File: config.mk
export PLATFORM = sky130hd
export DESIGN_NAME = quoted_word_splitter_unit_flat
export DESIGN_NICKNAME = d
export VERILOG_FILES = /design/src/rtl/qws_pkg.sv /design/src/rtl/qws_if.sv /design/src/rtl/qws_step.sv /design/src/rtl/quoted_word_splitter_unit.sv /design/src/flat_wrapper.sv
export SDC_FILE = /design/constraint.sdc
export NUM_CORES = 1
export LEC_CHECK = 0
export CORE_MARGIN = 8
export CORE_UTILIZATION = 58
export CTS_CLUSTER_SIZE = 8
export DETAILED_ROUTE_END_ITERATION = 6
export DONT_BUFFER_PORTS = 1
export PLACE_DENSITY_LB_ADDON = 0.25
export SLEW_MARGIN = 20
export SYNTH_ARGS = -nofsm -noshare
export SYNTH_HDL_FRONTEND = slang
export SYNTH_SLANG_ARGS = --single-unit
File: constraint.sdc
create_clock -name clk -period 4.2 [get_ports clk]
set_input_delay 0.21 -clock clk [delete_from_list [all_inputs] [get_ports clk]]
set_output_delay 0.21 -clock clk [all_outputs]
set_load 0.05 [all_outputs]
File: src/rtl/qws_pkg.sv
// shared types and constants for the quoted word splitter
`timescale 1ns / 1ps

package qws_pkg;

    localparam int unsigned MaxFieldsDefault = 255;
    localparam int unsigned CharWidth        = 8;
    localparam int unsigned CountWidth       = 8;

    localparam logic [CharWidth-1:0] ChSquote = 8'h27;
    localparam logic [CharWidth-1:0] ChDquote = 8'h22;
    localparam logic [CharWidth-1:0] ChEscape = 8'h5C;
    localparam logic [CharWidth-1:0] ChSpace  = 8'h20;
    localparam logic [CharWidth-1:0] ChTab    = 8'h09;
    localparam logic [CharWidth-1:0] ChCr     = 8'h0D;

    typedef logic [CharWidth-1:0]  char_t;
    typedef logic [CountWidth-1:0] count_t;

    typedef struct packed {
        count_t fields_done;
        logic   single_quote_open;
        logic   double_quote_open;
        logic   escape_pending;
        logic   verbatim_mode;
        logic   field_open;
        count_t verbatim_target;
        logic   at_line_start;
    } parse_state_t;

    typedef struct packed {
        logic   close_before;
        logic   char_valid;
        char_t  out_char;
        count_t char_field;
        logic   close_after;
        logic   line_done;
        count_t field_count;
    } parse_result_t;

    function automatic logic is_blank(input char_t c);
        is_blank = (c == ChSpace) || ((c >= ChTab) && (c <= ChCr));
    endfunction

endpackage

File: src/rtl/qws_if.sv
// valid/ready channel interfaces for input bytes and parse results
`timescale 1ns / 1ps

interface qws_in_if;
    logic       valid;
    logic       ready;
    logic [7:0] in_byte;
    logic       line_last;
    logic [7:0] verbatim_field;

    modport source (output valid, output in_byte, output line_last,
                    output verbatim_field, input ready);
    modport sink   (input valid, input in_byte, input line_last,
                    input verbatim_field, output ready);
endinterface

interface qws_out_if;
    logic       valid;
    logic       ready;
    logic       close_before;
    logic       char_valid;
    logic [7:0] out_char;
    logic [7:0] char_field;
    logic       close_after;
    logic       line_done;
    logic [7:0] field_count;

    modport source (output valid, output close_before, output char_valid,
                    output out_char, output char_field, output close_after,
                    output line_done, output field_count, input ready);
    modport sink   (input valid, input close_before, input char_valid,
                    input out_char, input char_field, input close_after,
                    input line_done, input field_count, output ready);
endinterface

File: src/rtl/qws_step.sv
// next-state and result logic for one byte of the line
`timescale 1ns / 1ps

module qws_step #(
    parameter int unsigned MAX_FIELDS = qws_pkg::MaxFieldsDefault
) (
    input  qws_pkg::parse_state_t  cur,
    input  qws_pkg::char_t         in_byte,
    input  logic                   line_last,
    input  qws_pkg::count_t        verbatim_field,
    output qws_pkg::parse_state_t  nxt,
    output qws_pkg::parse_result_t res
);
    import qws_pkg::*;

    localparam count_t MaxCount = count_t'(MAX_FIELDS);

    parse_state_t s;
    logic         blank;
    logic         close_before;
    logic         char_valid;
    logic         close_after;

    always_comb
    begin
        s = cur;
        if (cur.at_line_start)
        begin
            s.fields_done       = '0;
            s.single_quote_open = 1'b0;
            s.double_quote_open = 1'b0;
            s.escape_pending    = 1'b0;
            s.verbatim_mode     = 1'b0;
            s.field_open        = 1'b0;
            s.verbatim_target   = verbatim_field;
            s.at_line_start     = 1'b0;
        end

        blank        = is_blank(in_byte);
        close_before = 1'b0;
        char_valid   = 1'b0;
        close_after  = 1'b0;

        // separator or field start
        if (!s.verbatim_mode && s.field_open && blank && !s.single_quote_open &&
            !s.double_quote_open && !s.escape_pending)
        begin
            close_before = 1'b1;
            s.field_open = 1'b0;
            if (s.fields_done < MaxCount)
            begin
                s.fields_done = s.fields_done + count_t'(1);
            end
            if ((s.verbatim_target < MaxCount) && (s.fields_done == s.verbatim_target))
            begin
                s.verbatim_mode = 1'b1;
                s.field_open    = 1'b1;
            end
        end
        else if (!s.verbatim_mode && !s.field_open)
        begin
            if ((s.verbatim_target < MaxCount) && (s.fields_done == s.verbatim_target))
            begin
                s.verbatim_mode = 1'b1;
                s.field_open    = 1'b1;
            end
            else if (!blank)
            begin
                s.field_open = 1'b1;
            end
        end

        // quote and escape handling
        if (s.verbatim_mode)
        begin
            char_valid = 1'b1;
        end
        else if (s.field_open && !close_before)
        begin
            if (s.escape_pending)
            begin
                s.escape_pending = 1'b0;
                char_valid       = 1'b1;
            end
            else if (s.single_quote_open)
            begin
                if (in_byte == ChSquote)
                begin
                    s.single_quote_open = 1'b0;
                end
                else
                begin
                    char_valid = 1'b1;
                end
            end
            else if (s.double_quote_open)
            begin
                if (in_byte == ChDquote)
                begin
                    s.double_quote_open = 1'b0;
                end
                else
                begin
                    char_valid = 1'b1;
                end
            end
            else if (in_byte == ChSquote)
            begin
                s.single_quote_open = 1'b1;
            end
            else if (in_byte == ChDquote)
            begin
                s.double_quote_open = 1'b1;
            end
            else if (in_byte == ChEscape)
            begin
                s.escape_pending = 1'b1;
            end
            else
            begin
                char_valid = 1'b1;
            end
        end

        res.char_field = char_valid ? s.fields_done : '0;
        res.out_char   = char_valid ? in_byte : '0;

        // end of line closes any open field
        if (line_last)
        begin
            if (s.field_open || (s.fields_done == '0))
            begin
                close_after = 1'b1;
                if (s.fields_done < MaxCount)
                begin
                    s.fields_done = s.fields_done + count_t'(1);
                end
            end
            s.field_open        = 1'b0;
            s.verbatim_mode     = 1'b0;
            s.single_quote_open = 1'b0;
            s.double_quote_open = 1'b0;
            s.escape_pending    = 1'b0;
            s.at_line_start     = 1'b1;
        end

        res.close_before = close_before;
        res.char_valid   = char_valid;
        res.close_after  = close_after;
        res.line_done    = line_last;
        res.field_count  = s.fields_done;
        nxt              = s;
    end

endmodule

File: src/rtl/quoted_word_splitter_unit.sv
// top level of the quoted word splitter: parse state and result register
//
//   channel   dir   payload                                         transfer when
//   items     in    in_byte, line_last, verbatim_field              valid && ready
//   results   out   close_before, char_valid, out_char, char_field, valid && ready
//                   close_after, line_done, field_count
//
// one result per byte, one byte per cycle while the results channel is not stalled;
// the result is in the result register in the cycle after the input transfer
// items.ready stays high while the result register is empty or being drained
// rst_n clears the parse state and the result valid flag
// a stalled results channel holds the result and stops input after one byte
`timescale 1ns / 1ps

module quoted_word_splitter_unit #(
    parameter int unsigned MAX_FIELDS = qws_pkg::MaxFieldsDefault
) (
    input  logic      clk,
    input  logic      rst_n,
    qws_in_if.sink    items,
    qws_out_if.source results
);
    import qws_pkg::*;

    parse_state_t  state_reg;
    parse_state_t  state_next;
    parse_result_t result_reg;
    parse_result_t result_next;
    logic          out_valid_reg;
    logic          in_xfer;

    qws_step #(
        .MAX_FIELDS(MAX_FIELDS)
    ) u_step (
        .cur           (state_reg),
        .in_byte       (items.in_byte),
        .line_last     (items.line_last),
        .verbatim_field(items.verbatim_field),
        .nxt           (state_next),
        .res           (result_next)
    );

    assign items.ready = !out_valid_reg || results.ready;
    assign in_xfer     = items.valid && items.ready;

    always_ff @(posedge clk or negedge rst_n)
    begin
        if (!rst_n)
        begin
            state_reg.fields_done       <= '0;
            state_reg.single_quote_open <= 1'b0;
            state_reg.double_quote_open <= 1'b0;
            state_reg.escape_pending    <= 1'b0;
            state_reg.verbatim_mode     <= 1'b0;
            state_reg.field_open        <= 1'b0;
            state_reg.verbatim_target   <= '1;
            state_reg.at_line_start     <= 1'b1;
            out_valid_reg               <= 1'b0;
        end
        else
        begin
            if (in_xfer)
            begin
                state_reg     <= state_next;
                out_valid_reg <= 1'b1;
            end
            else if (results.ready)
            begin
                out_valid_reg <= 1'b0;
            end
        end
    end

    always_ff @(posedge clk)
    begin
        if (in_xfer)
        begin
            result_reg <= result_next;
        end
    end

    assign results.valid        = out_valid_reg;
    assign results.close_before = result_reg.close_before;
    assign results.char_valid   = result_reg.char_valid;
    assign results.out_char     = result_reg.out_char;
    assign results.char_field   = result_reg.char_field;
    assign results.close_after  = result_reg.close_after;
    assign results.line_done    = result_reg.line_done;
    assign results.field_count  = result_reg.field_count;

endmodule
File: src/flat_wrapper.sv
// flat-port wrapper written by rule: the top's interface ports become plain ports
module quoted_word_splitter_unit_flat import qws_pkg::*;
#(
    parameter int unsigned MAX_FIELDS = qws_pkg::MaxFieldsDefault
)
  (clk, rst_n, items_valid, items_in_byte, items_line_last, items_verbatim_field, items_ready, results_valid, results_close_before, results_char_valid, results_out_char, results_char_field, results_close_after, results_line_done, results_field_count, results_ready);
  qws_in_if items_i ();
  qws_out_if results_i ();
  input  logic clk;
  input  logic rst_n;
  input wire logic [$bits(items_i.valid)-1:0] items_valid;
  input wire logic [$bits(items_i.in_byte)-1:0] items_in_byte;
  input wire logic [$bits(items_i.line_last)-1:0] items_line_last;
  input wire logic [$bits(items_i.verbatim_field)-1:0] items_verbatim_field;
  output wire logic [$bits(items_i.ready)-1:0] items_ready;
  output wire logic [$bits(results_i.valid)-1:0] results_valid;
  output wire logic [$bits(results_i.close_before)-1:0] results_close_before;
  output wire logic [$bits(results_i.char_valid)-1:0] results_char_valid;
  output wire logic [$bits(results_i.out_char)-1:0] results_out_char;
  output wire logic [$bits(results_i.char_field)-1:0] results_char_field;
  output wire logic [$bits(results_i.close_after)-1:0] results_close_after;
  output wire logic [$bits(results_i.line_done)-1:0] results_line_done;
  output wire logic [$bits(results_i.field_count)-1:0] results_field_count;
  input wire logic [$bits(results_i.ready)-1:0] results_ready;
  assign items_i.valid = items_valid;
  assign items_i.in_byte = items_in_byte;
  assign items_i.line_last = items_line_last;
  assign items_i.verbatim_field = items_verbatim_field;
  assign items_ready = items_i.ready;
  assign results_valid = results_i.valid;
  assign results_close_before = results_i.close_before;
  assign results_char_valid = results_i.char_valid;
  assign results_out_char = results_i.out_char;
  assign results_char_field = results_i.char_field;
  assign results_close_after = results_i.close_after;
  assign results_line_done = results_i.line_done;
  assign results_field_count = results_i.field_count;
  assign results_i.ready = results_ready;
  quoted_word_splitter_unit #(.MAX_FIELDS(MAX_FIELDS)) u_core (.clk(clk), .rst_n(rst_n), .items(items_i), .results(results_i));
endmodule
==> results of run 1 <==
## critical path, cell delays in order (launching register included)
cell      delay (ns)
dfstp_2         0.67
clkinv_1        0.12
nand2_1         0.17
inv_1           0.15
ha_1            0.27
nand4_1         0.16
nor2_2          0.05
buf_4           0.19
o21a_1          0.19
o31ai_1         0.26
nor4_1          0.10
a21boi_0        0.51
a21o_1          0.40
a21oi_2         0.12
a31oi_1         0.25
xnor2_1         0.10
## metal layers
layer / up-vias / track usage / wire length [um] / part of all wire
li1: 1256 / - / - / -
met1: 1336 / 0.258 / 3800 / 0.43
met2: 120 / 0.340 / 4310 / 0.49
met3: 15 / 0.0437 / 583 / 0.066
met4: 0 / 0.0658 / 140 / 0.016
met5: - / 0 / 0 / 0
## cell families after synthesis
logic type / after synthesis / synth area share
flops: 51 / 0.423
compound gates: 73 / 0.176
xor+xnor: 19 / 0.0493
buf+inv: 28 / 0.0370
mux: 23 / 0.0774
simple gates: 142 / 0.234
fa+ha+maj: 1 / 0.00370
## power by group
part           internal [mW]  switching, mW
clock network          0.178          0.174
logic                  0.160          0.190
registers              0.613          0.146
## stage by stage
stage / area [sq um] / hold WS (ns) / setup slack, ns / cells / util
after detailed placement: 3450 / -0.0848 / 0.316 / 401 / 0.597
after CTS: 3610 / 0.00495 / 0.292 / 413 / 0.625
final: 3620 / 0.0154 / 0.218 / 414 / 0.627
after global placement: 3450 / -0.0848 / 0.503 / 401 / 0.597
after floorplan: 3380 / -0.0856 / 0.105 / 337 / -
after global routing: 3620 / 0.0177 / 0.0275 / 414 / 0.627
## layout by cell type (no fill, tap or decap), drive strengths merged, types with 4 or more instances in the layout
cell type / netlist / routed
a211oi: 4 / 4
a21oi: 8 / 8
a31oi: 5 / 5
and2: 18 / 18
buf: 11 / 10
clkbuf: 9 / 5
dfrtp: 14 / 14
dfstp: 9 / 9
dlygate4sd3: 0 / 4
edfxtp: 28 / 28
inv: 7 / 7
mux2: 16 / 16
mux2i: 7 / 7
nand2: 36 / 36
nand2b: 7 / 7
nand3: 9 / 9
nand4: 5 / 5
nor2: 24 / 24
nor2b: 5 / 5
nor3: 9 / 9
nor4: 6 / 6
o211ai: 7 / 7
o21ai: 14 / 14
or3: 4 / 4
xnor2: 14 / 14
xor2: 5 / 5
## synthesized netlist by cell type (all sizes together), types with 4 or more instances
cell type / n / area share
a211oi: 4 / 0.013
a21oi: 8 / 0.013
a31oi: 5 / 0.0093
and2: 18 / 0.033
buf: 11 / 0.018
clkbuf: 9 / 0.010
dfrtp: 14 / 0.10
dfstp: 9 / 0.070
edfxtp: 28 / 0.25
inv: 7 / 0.0078
mux2: 16 / 0.057
mux2i: 7 / 0.021
nand2: 36 / 0.040
nand2b: 7 / 0.013
nand3: 9 / 0.015
nand4: 5 / 0.0093
nor2: 24 / 0.030
nor2b: 5 / 0.0093
nor3: 9 / 0.016
nor4: 6 / 0.011
o211ai: 7 / 0.016
o21ai: 14 / 0.023
or3: 4 / 0.0089
xnor2: 14 / 0.036
xor2: 5 / 0.013
## cell type report
type,count,share of cell area
Timing Repair Buffer,14,0.0352
Inverter,8,0.00828
Clock inverter,3,0.0121
Tap cell,75,0.0259
Sequential cell,51,0.394
Clock buffer,5,0.0190
Multi-Input combinational cell,258,0.506
## how the worst max path moves through the flow
stage	start	end	slack (ns)	cells after the start
finish	u_core.state_reg[0]	u_core.results.field_count[3]	0.22	15
global route	u_core.state_reg[0]	u_core.results.field_count[3]	0.03	15
CTS	u_core.state_reg[0]	u_core.results.field_count[3]	0.29	15
detailed placement	u_core.state_reg[0]	u_core.results.field_count[3]	0.32	15
global placement	u_core.state_reg[0]	u_core.results.field_count[3]	0.50	15
floorplan	u_core.state_reg[0]	u_core.state_reg[18]	0.10	18
## repair_timing
| item | 4_1_cts | 5_1_grt |
|---|---|---|
| buffers inserted | 0 | 0 |
| endpoints found under the hold margin | 25 | 1 |
| hold buffers | 4 | 1 |
==> summary.md, run 1 <==
| Metric | Value |
|---|---|
| Max Clock Freq | `251 MHz` |
| Final setup violation count | `0` |
| Crit-path max FO | `13` |
| Hold Crit Depth | `2` |
| Synth Cell Area | `3380 sq um` |
| Num CTS Buffers | `5` |
| Clock Skew | `0.00764 ns` |
| Vias | `2727` |
| Setup TNS | `0 ns` |
| Vias in the first global route | `between 2000 and 3000` |
| DIE AREA | `8520 sq um` |
| Post-DP HPWL | `6690 um` |
| GRT Total Usage | `0.204` |
| FF-to-FF End | `u_core.results.field_count[3]` |
| Slew margin rel. | `0.487` |
| CTS Root Cell | `clkbuf_8` |
| Pins over their slew limit | `0` |
| Seq. cell area | `1430 sq um` |
| Synth cell types | `77` |
| 1st-iter DRT viols | `roughly 190` |
| Worst Reg-to-Reg Cells | `15` |
| Min cycle time layout | `3.98 ns` |
| Total Power | `1.46 mW` |
| Arrival time of the worst setup path | `~4.0 ns` |
| Critical Path RT | `4.26 ns` |
| Clock Sinks | `51` |
| IO buf count | `0` |
| Remaining Overflow, GRT | `0` |
| Synthesized net count | `~360` |
| Largest net degree at the start of global routing | `40` |
| Initial antenna violation count | `0` |
| Ys Warns | `0` |
| Setup Crit Path Kind | `register to register` |
| I/O pin total | `51` |
| WHS Endpoint | `u_core.state_reg[0]` |
| Final #Nets | `360` |
| Placement row count | `28` |
| Measured slew at the worst slew-check pin | `approximately 0.76 ns` |
| Clock transition at path regs | `0.10 ns` |
| Leak | `1.29 nW` |
| R2r setup slk | `roughly 0.22 ns` |
| Synthesized flop and latch total | `a little over 50` |
| Vias per cell | `6.59` |
| H-tree depth | `2` |
| Core area | `5780 sq um` |
| Max IR drop VDD | `roughly 0.2 mV` |
| First-pass GRT wire length | `13800 um` |
| Final hold violations | `0` |
| Synth Area per Inst | `10.0 sq um` |
| Ratio of cells with drive above 1 in the final layout | `0.192` |
| PD cells | `403 nW/um^2` |
| Post-CTS sizing | `0` |
| Register area share after synthesis | `0.423` |
| Min-delay src | `items_line_last` |
| Async SR Flop Fraction | `0.451` |
| Routability cong. | `0.972` |
| Hold Path Class | `input port to register` |
| Post-detailed-routing wire length | `approximately 8800 um` |
| Max reg flops | `22` |
| R2r startpoint | `u_core.state_reg[0]` |
| Clock Latency Late Sink | `0.31 ns` |
| Inserted Diodes | `0` |
| Max cap viols | `0` |
| Final period util | `0.948` |
| RSZ-0062 raised after global routing | `false` |
| Chip height | `92.3 um` |
| Status | `completed` |
| Bufs on Longest Clock Path | `2` |
| DRT Pass-1 Iters | `5` |
| Area delta synth->final | `7.30%` |
| Footprint of the multi-input gates | `~1800 sq um` |
| Chip width | `roughly 92 um` |
| DRC violations left | `0` |
| CP startpoint kind | `register` |
| CP endpoint kind | `register` |
| ANT nets after route | `0` |
| Synth Instances | `337` |
| Post-synth EDFFs | `28` |
| CTS tree | `done` |
| FILL cells | `498` |
| Post-synth top flop | `edfxtp_1` |
| Routed length per placed instance | `about 21 um` |
| Initial Util | `0.584` |
(Power assumes the default switching activity.)
==> inputs of run 2 (changes only) <==
--- a/config.mk
+++ b/config.mk
@@ -6,7 +6,7 @@
 export NUM_CORES = 1
 export LEC_CHECK = 0
 export CORE_MARGIN = 8
-export CORE_UTILIZATION = 58
+export CORE_UTILIZATION = 31
 export CTS_CLUSTER_SIZE = 8
 export DETAILED_ROUTE_END_ITERATION = 6
 export DONT_BUFFER_PORTS = 1
==> summary.md, run 2 (same netlist as run 1, synthesis figures left out) <==
| Metric | Value |
|---|---|
| Post-route insts no fill | `480 (+16%)` |
| Clock Latency Late Sink | `0.31 ns (about the same)` |
| DIE AREA | `14500 sq um (+70%)` |
| Met2 Wirelength | `4080 um (-5.2%)` |
| Largest net degree at the start of global routing | `27 (-33%)` |
| H-tree depth | `2 (unchanged)` |
| Inserted Diodes | `0 (unchanged)` |
| Clock Skew | `0.00794 ns (+0.000302 ns)` |
| 1st-iter DRT viols | `250 (+31%)` |
| Largest delay share family, worst path | `simple AND/OR/NAND/NOR gates` |
| Post-CTS sizing | `0 (unchanged)` |
| Measured slew at the worst slew-check pin | `0.717 ns (-0.0458 ns)` |
| Placement row count | `38 (+36%)` |
| I/O pin total | `51 (unchanged)` |
| FF-to-FF End | `u_core.results.field_count[3]` |
| Chip height | `120 um (+30%)` |
| Status | `completed` |
| CTS Root Cell | `clkbuf_8` |
| PD cells | `394 nW/um^2 (-2.3%)` |
| Num CTS Buffers | `5 (unchanged)` |
| Critical Path Max Stage Delay | `0.50 ns (-0.17 ns)` |
| Final #Nets | `361 (+0.28%)` |
| Max cap viols | `0 (unchanged)` |
| Vias per cell | `5.47 (-17%)` |
| Placed cells | `467 (+16%)` |
| Min cycle time layout | `3.82 ns (-0.160 ns)` |
| Critical path buffer and inverter count | `1 (-2)` |
| CP startpoint kind | `register` |
| DRT Pass-1 Iters | `5 (unchanged)` |
| R2r startpoint | `u_core.state_reg[15]` |
| Initial antenna violation count | `0 (unchanged)` |
| Core area | `10700 sq um (+86%)` |
| Arrival time of the worst setup path | `3.89 ns (-0.15 ns)` |
| Worst Reg-to-Reg Cells | `13 (-2)` |
| ANT nets after route | `0 (unchanged)` |
| First-pass GRT wire length | `14600 um (+6.2%)` |
| Post-detailed-routing wire length | `9210 um (+4.3%)` |
| Critical Path RT | `4.27 ns (about the same)` |
| Crit-path cells | `nor2b_1, ha_1, nand4_1, nor2_2, buf_4, o221ai_1, a22o_1, or3_1, o21ai_2, a21o_1, a21oi_2, a31oi_1, xnor2_1` |
| Initial Util | `0.314 (-0.270)` |
| Final setup violation count | `0 (unchanged)` |
| Routed length per placed instance | `19.2 um (-10%)` |
| Chip width | `120 um (+30%)` |
| Vias | `2626 (-3.7%)` |
| CTS tree | `done` |
| Pins over their slew limit | `0 (unchanged)` |
| Bufs on Longest Clock Path | `2 (unchanged)` |
| Clock transition at path regs | `0.10 ns (about the same)` |
| Commonest non-fill, non-tap cell in the layout | `nand2_1` |
| Post-DP HPWL | `6910 um (+3.3%)` |
| Ratio of cells with drive above 1 in the final layout | `0.194 (+0.00238)` |
| Routability cong. | `0.888 (-8.7%)` |
| WHS Endpoint | `u_core.state_reg[6]` |
| Top sig layer | `met4` |
| Vias in the first global route | `2570 (+1.2%)` |
| Clock Sinks | `51 (unchanged)` |
| Hold Path Class | `input port to register` |
| Leak | `1.29 nW (+0.41%)` |
| DRC violations left | `0 (unchanged)` |
| Final hold violations | `0 (unchanged)` |
| Max reg flops | `22 (unchanged)` |
| Slew margin rel. | `0.518 (+0.0308)` |
| Hold Crit Depth | `1 (-1)` |
| Min-delay src | `items_verbatim_field[5]` |
| Slowest-stage cell, CP | `dfrtp_1` |
| RSZ-0062 raised after global routing | `false` |
| Met1 WL | `4240 um (+12%)` |
| Final period util | `0.910 (-0.0380)` |
| Crit-path max FO | `8 (-5)` |
| GRT Total Usage | `0.128 (-0.0760)` |
| Commonest cells after routing, fill and taps aside | `nand2_1, edfxtp_1, nor2_1, and2_1` |
| R2r setup slk | `0.38 ns (+0.16 ns)` |
| Max IR drop VDD | `0.174 mV (-11%)` |
| IO buf count | `0 (unchanged)` |
| Met3 routed WL | `705 um (+21%)` |
| Area delta synth->final | `9.93%` |
| CP endpoint kind | `register` |
| Setup Crit Path Kind | `register to register` |
| Remaining Overflow, GRT | `0 (unchanged)` |
| Max Clock Freq | `262 MHz (+4.2%)` |
| Setup TNS | `0 ns (unchanged)` |
==> run 2: cell types whose count changed in the layout (fill, tap and decap cells not counted), sizes merged <==
cell / previous run / this run
buf: 10 / 11
==> run 2: how the worst max path moves through the flow <==
| stage | start | endpoint | slack [ns] | cells past startpoint |
|---|---|---|---|---|
| floorplan | u_core.state_reg[0] | u_core.state_reg[18] | 0.10 | 18 |
| global placement | u_core.state_reg[15] | u_core.results.field_count[3] | 0.50 | 13 |
| detailed placement | u_core.state_reg[15] | u_core.results.field_count[3] | 0.46 | 13 |
| CTS | u_core.state_reg[15] | u_core.results.field_count[3] | 0.42 | 13 |
| global route | u_core.state_reg[15] | u_core.results.field_count[3] | 0.08 | 13 |
| finish | u_core.state_reg[15] | u_core.results.field_count[3] | 0.38 | 13 |
==> run 2: report_power, final <==
part / internal (mW) / switching (mW) / total (mW)
clock: 0.178 / 0.175 / 0.353
sequential: 0.613 / 0.144 / 0.757
combinational: 0.158 / 0.194 / 0.352
total: 0.948 / 0.514 / 1.46
==> run 2: area by class of cell <==
class                           instances  area, sq um
Timing Repair Buffer                   15          135
Inverter                                8         30.0
Multi-Input combinational cell        258         1830
Fill cell                            1110         7030
Sequential cell                        51         1430
Clock inverter                          3         43.8
Tap cell                              140          175
Clock buffer                            5         68.8
==> run 2: what timing repair did <==
action	CTS	global route
setup buffers	0	0
hold buffers	5	0
endpoints found under the hold margin	27	0
==> run 2: metrics by stage <==
stage                util  hold slack, ns  area (sq um)  total power, mW  setup slack, ns
finish              0.346          0.0396          3710             1.46            0.377
global route        0.346          0.0261          3710             1.53           0.0812
CTS                 0.346          0.0288          3710             1.48            0.421
detailed placement  0.330         -0.0834          3540             1.11            0.459
global placement    0.330         -0.0835          3540             1.10            0.502
floorplan               -         -0.0856          3380             1.02            0.105
==> run 2: per-layer routing <==
metal / global-route usage / vias up
li1: - / 1256
met1: 0.167 / 1259
met2: 0.194 / 96
met3: 0.0406 / 15
met4: 0.0500 / 0
met5: 0 / -
==> run 2: worst reg2reg max path: cells and delay by family (launching register included) <==
family	cells	cell delay, ns
AO/OA/AOI/OAI	6	1.27
XOR/XNOR	1	0.09
adder cells (fa/ha/maj)	1	0.26
buffers and inverters	1	0.20
flip-flops	1	0.50
AND/OR/NAND/NOR	4	1.28
==> inputs of run 3 (changes only) <==
--- a/config.mk
+++ b/config.mk
@@ -10,6 +10,7 @@
 export CTS_CLUSTER_SIZE = 8
 export DETAILED_ROUTE_END_ITERATION = 6
 export DONT_BUFFER_PORTS = 1
+export GPL_ROUTABILITY_DRIVEN = 0
 export PLACE_DENSITY_LB_ADDON = 0.25
 export SLEW_MARGIN = 20
 export SYNTH_ARGS = -nofsm -noshare
==> constraint.sdc (replaced) <==
create_clock -name clk -period 4.2 [get_ports clk]
set_input_delay 0 -clock clk [delete_from_list [all_inputs] [get_ports clk]]
set_output_delay 0 -clock clk [all_outputs]
set_load 0.05 [all_outputs]
==> summary.md, run 3 (same netlist as run 1, synthesis figures left out) <==
| Metric | Value |
|---|---|
| Status | `completed` |
| Core area | `10700 sq um (unchanged)` |
| Final period util | `0.909 (-0.000984)` |
| Cts hold-fix bufs | `20 (+15)` |
| Chip height | `120 um (unchanged)` |
| Post-CTS sizing | `0 (unchanged)` |
| RSZ-0062 raised after global routing | `false` |
| P_int | `958 uW (+1.1%)` |
| CTS Root Cell | `clkbuf_8` |
| Commonest cells after routing, fill and taps aside | `nand2_1, edfxtp_1, nor2_1, dlygate4sd3_1, and2_1` |
| Post-route setup slack | `0.382 ns (+0.00413 ns)` |
| Max cap viols | `0 (unchanged)` |
| Final setup violation count | `0 (unchanged)` |
| DRC violations left | `0 (unchanged)` |
| Min cycle time layout | `3.82 ns (-0.00413 ns)` |
| Largest net degree at the start of global routing | `28 (+3.7%)` |
| GRT Total Usage | `0.126 (-0.00208)` |
| Remaining Overflow, GRT | `0 (unchanged)` |
| Final #Nets | `374 (+3.6%)` |
| Clock Skew | `0.00818 ns (+0.000238 ns)` |
| Bufs on Longest Clock Path | `2 (unchanged)` |
| Seq pwr share | `0.517 (about the same)` |
| Num CTS Buffers | `5 (unchanged)` |
| Sw Share | `0.345 (-0.00697)` |
| Final hold violations | `0 (unchanged)` |
| Measured slew at the worst slew-check pin | `0.754 ns (+0.0373 ns)` |
| Seq. cell area | `1430 sq um (unchanged)` |
| DRT Pass-1 Iters | `5 (unchanged)` |
| Critical Path RT | `4.27 ns (about the same)` |
| Hold Path Class | `input port to register` |
| Crit-path cells | `nor2b_1, ha_1, nand4_1, nor2_2, buf_4, o221ai_1, a22o_1, or3_1, o21ai_2, a21o_1, a21oi_2, a31oi_1, xnor2_1` |
| CTS tree | `done` |
| Slowest-stage cell, CP | `dfrtp_1` |
| Inserted Diodes | `0 (unchanged)` |
| Chip width | `120 um (unchanged)` |
| Post-detailed-routing wire length | `9210 um (about the same)` |
| Vias in the first global route | `2669 (+3.9%)` |
| I/O pin total | `51 (unchanged)` |
| Area delta synth->final | `14.2%` |
| Largest delay share family, worst path | `simple AND/OR/NAND/NOR gates` |
| DIE AREA | `14500 sq um (unchanged)` |
| Combinational share of power | `0.249 (+0.008)` |
| Critical path buffer and inverter count | `1 (unchanged)` |
| First-pass GRT wire length | `14600 um (about the same)` |
| Vias per cell | `5.57 (+1.9%)` |
| PD cells | `379 nW/um^2 (-3.8%)` |
| Max IR drop VDD | `0.163 mV (-6.3%)` |
| Critical Path Max Stage Delay | `0.48 ns (-0.02 ns)` |
| Post-CTS Setup Bufs | `0 (unchanged)` |
| Ratio of cells with drive above 1 in the final layout | `0.178 (-0.0156)` |
| ANT nets after route | `0 (unchanged)` |
| Clk pwr share | `0.234 (-0.007)` |
| Placed cell area | `3540 sq um (about the same)` |
| Footprint of the multi-input gates | `1830 sq um (unchanged)` |
| Post-DP HPWL | `6790 um (-1.8%)` |
| Clock transition at path regs | `0.09 ns (about the same)` |
| Max Clock Freq | `262 MHz (+0.11%)` |
| WHS | `0.0168 ns (-0.0228 ns)` |
| Setup TNS | `0 ns (unchanged)` |
| Clock Latency Late Sink | `0.32 ns (about the same)` |
| 1st-iter DRT viols | `219 (-12%)` |
| Routed length per placed instance | `18.7 um (-2.7%)` |
| Initial antenna violation count | `0 (unchanged)` |
| Slew margin rel. | `0.493 (-0.0251)` |
| Max reg flops | `22 (unchanged)` |
| Commonest non-fill, non-tap cell in the layout | `nand2_1` |
| Fin area | `3860 sq um (+3.9%)` |
| Setup Crit Path Kind | `register to register` |
| Leak | `1.34 nW (+3.8%)` |
| CP endpoint kind | `register` |
| H-tree depth | `2 (unchanged)` |
| FILL cells | `1125 (+1.4%)` |
| P_sw | `504 uW (-2.0%)` |
| Crit-path max FO | `8 (unchanged)` |
| Clock Sinks | `51 (unchanged)` |
| IO buf count | `0 (unchanged)` |
| Placement row count | `38 (unchanged)` |
| Pins over their slew limit | `0 (unchanged)` |
| Arrival time of the worst setup path | `3.89 ns (about the same)` |
| Initial Util | `0.314 (unchanged)` |
| CP startpoint kind | `register` |
| Vias | `2748 (+4.6%)` |
| Dpl ws | `0.435 ns (-0.0241 ns)` |
## run 3: area by class of cell
cell class	count	share of cell area
multi-input cells	258	0.475
clock inverters	2	0.00973
well taps	140	0.0454
inverters	8	0.00778
clock buffers	6	0.0188
flip-flops and latches	51	0.370
repair buffers	28	0.0733
## run 3: final timing paths
check                                      from                             to  slack [ns]  cells past startpoint
max                        u_core.state_reg[15]  u_core.results.field_count[3]        0.38                     13
min                            items_in_byte[2]           u_core.state_reg[13]        0.02                      5
max reg2reg                u_core.state_reg[15]  u_core.results.field_count[3]        0.38                     13
min reg2reg                u_core.state_reg[12]           u_core.state_reg[12]        0.58                      2
max in group asynchronous                 rst_n            u_core.state_reg[4]        3.86                      2
min in group asynchronous                 rst_n           u_core.state_reg[12]        0.11                      2
## run 3: tightest hold or removal path: stages
cell and delay [ns]:
nand2_1 0.04, nor2_1 0.04, nand2_1 0.06, o211ai_1 0.08
o211ai_1 0.07
## run 3: power by group through the flow
stage	Clock, mW	Sequential, mW	Combinational [mW]
6_report	0.343	0.756	0.364
2_1_floorplan	0	0.725	0.299
3_5_place_dp	0	0.766	0.339
3_3_place_gp	0	0.766	0.336
4_1_cts	0.362	0.755	0.364
5_1_grt	0.376	0.765	0.401
## run 3: metal layers
layer | GRT usage | vias up | wire (um)
li1 | - | 1281 | -
met1 | 0.169 | 1347 | 4270
met2 | 0.197 | 111 | 4170
met3 | 0.0312 | 9 | 658
met4 | 0.0375 | 0 | 103
met5 | 0 | - | 0
## run 3: per-stage QoR
| stage | std cells | utilization | power [mW] |
|---|---|---|---|
| floorplan | 337 | - | 1.02 |
| global placement | 465 | 0.329 | 1.10 |
| detailed placement | 465 | 0.329 | 1.11 |
| CTS | 493 | 0.359 | 1.48 |
| global route | 493 | 0.359 | 1.54 |
| finish | 493 | 0.359 | 1.46 |
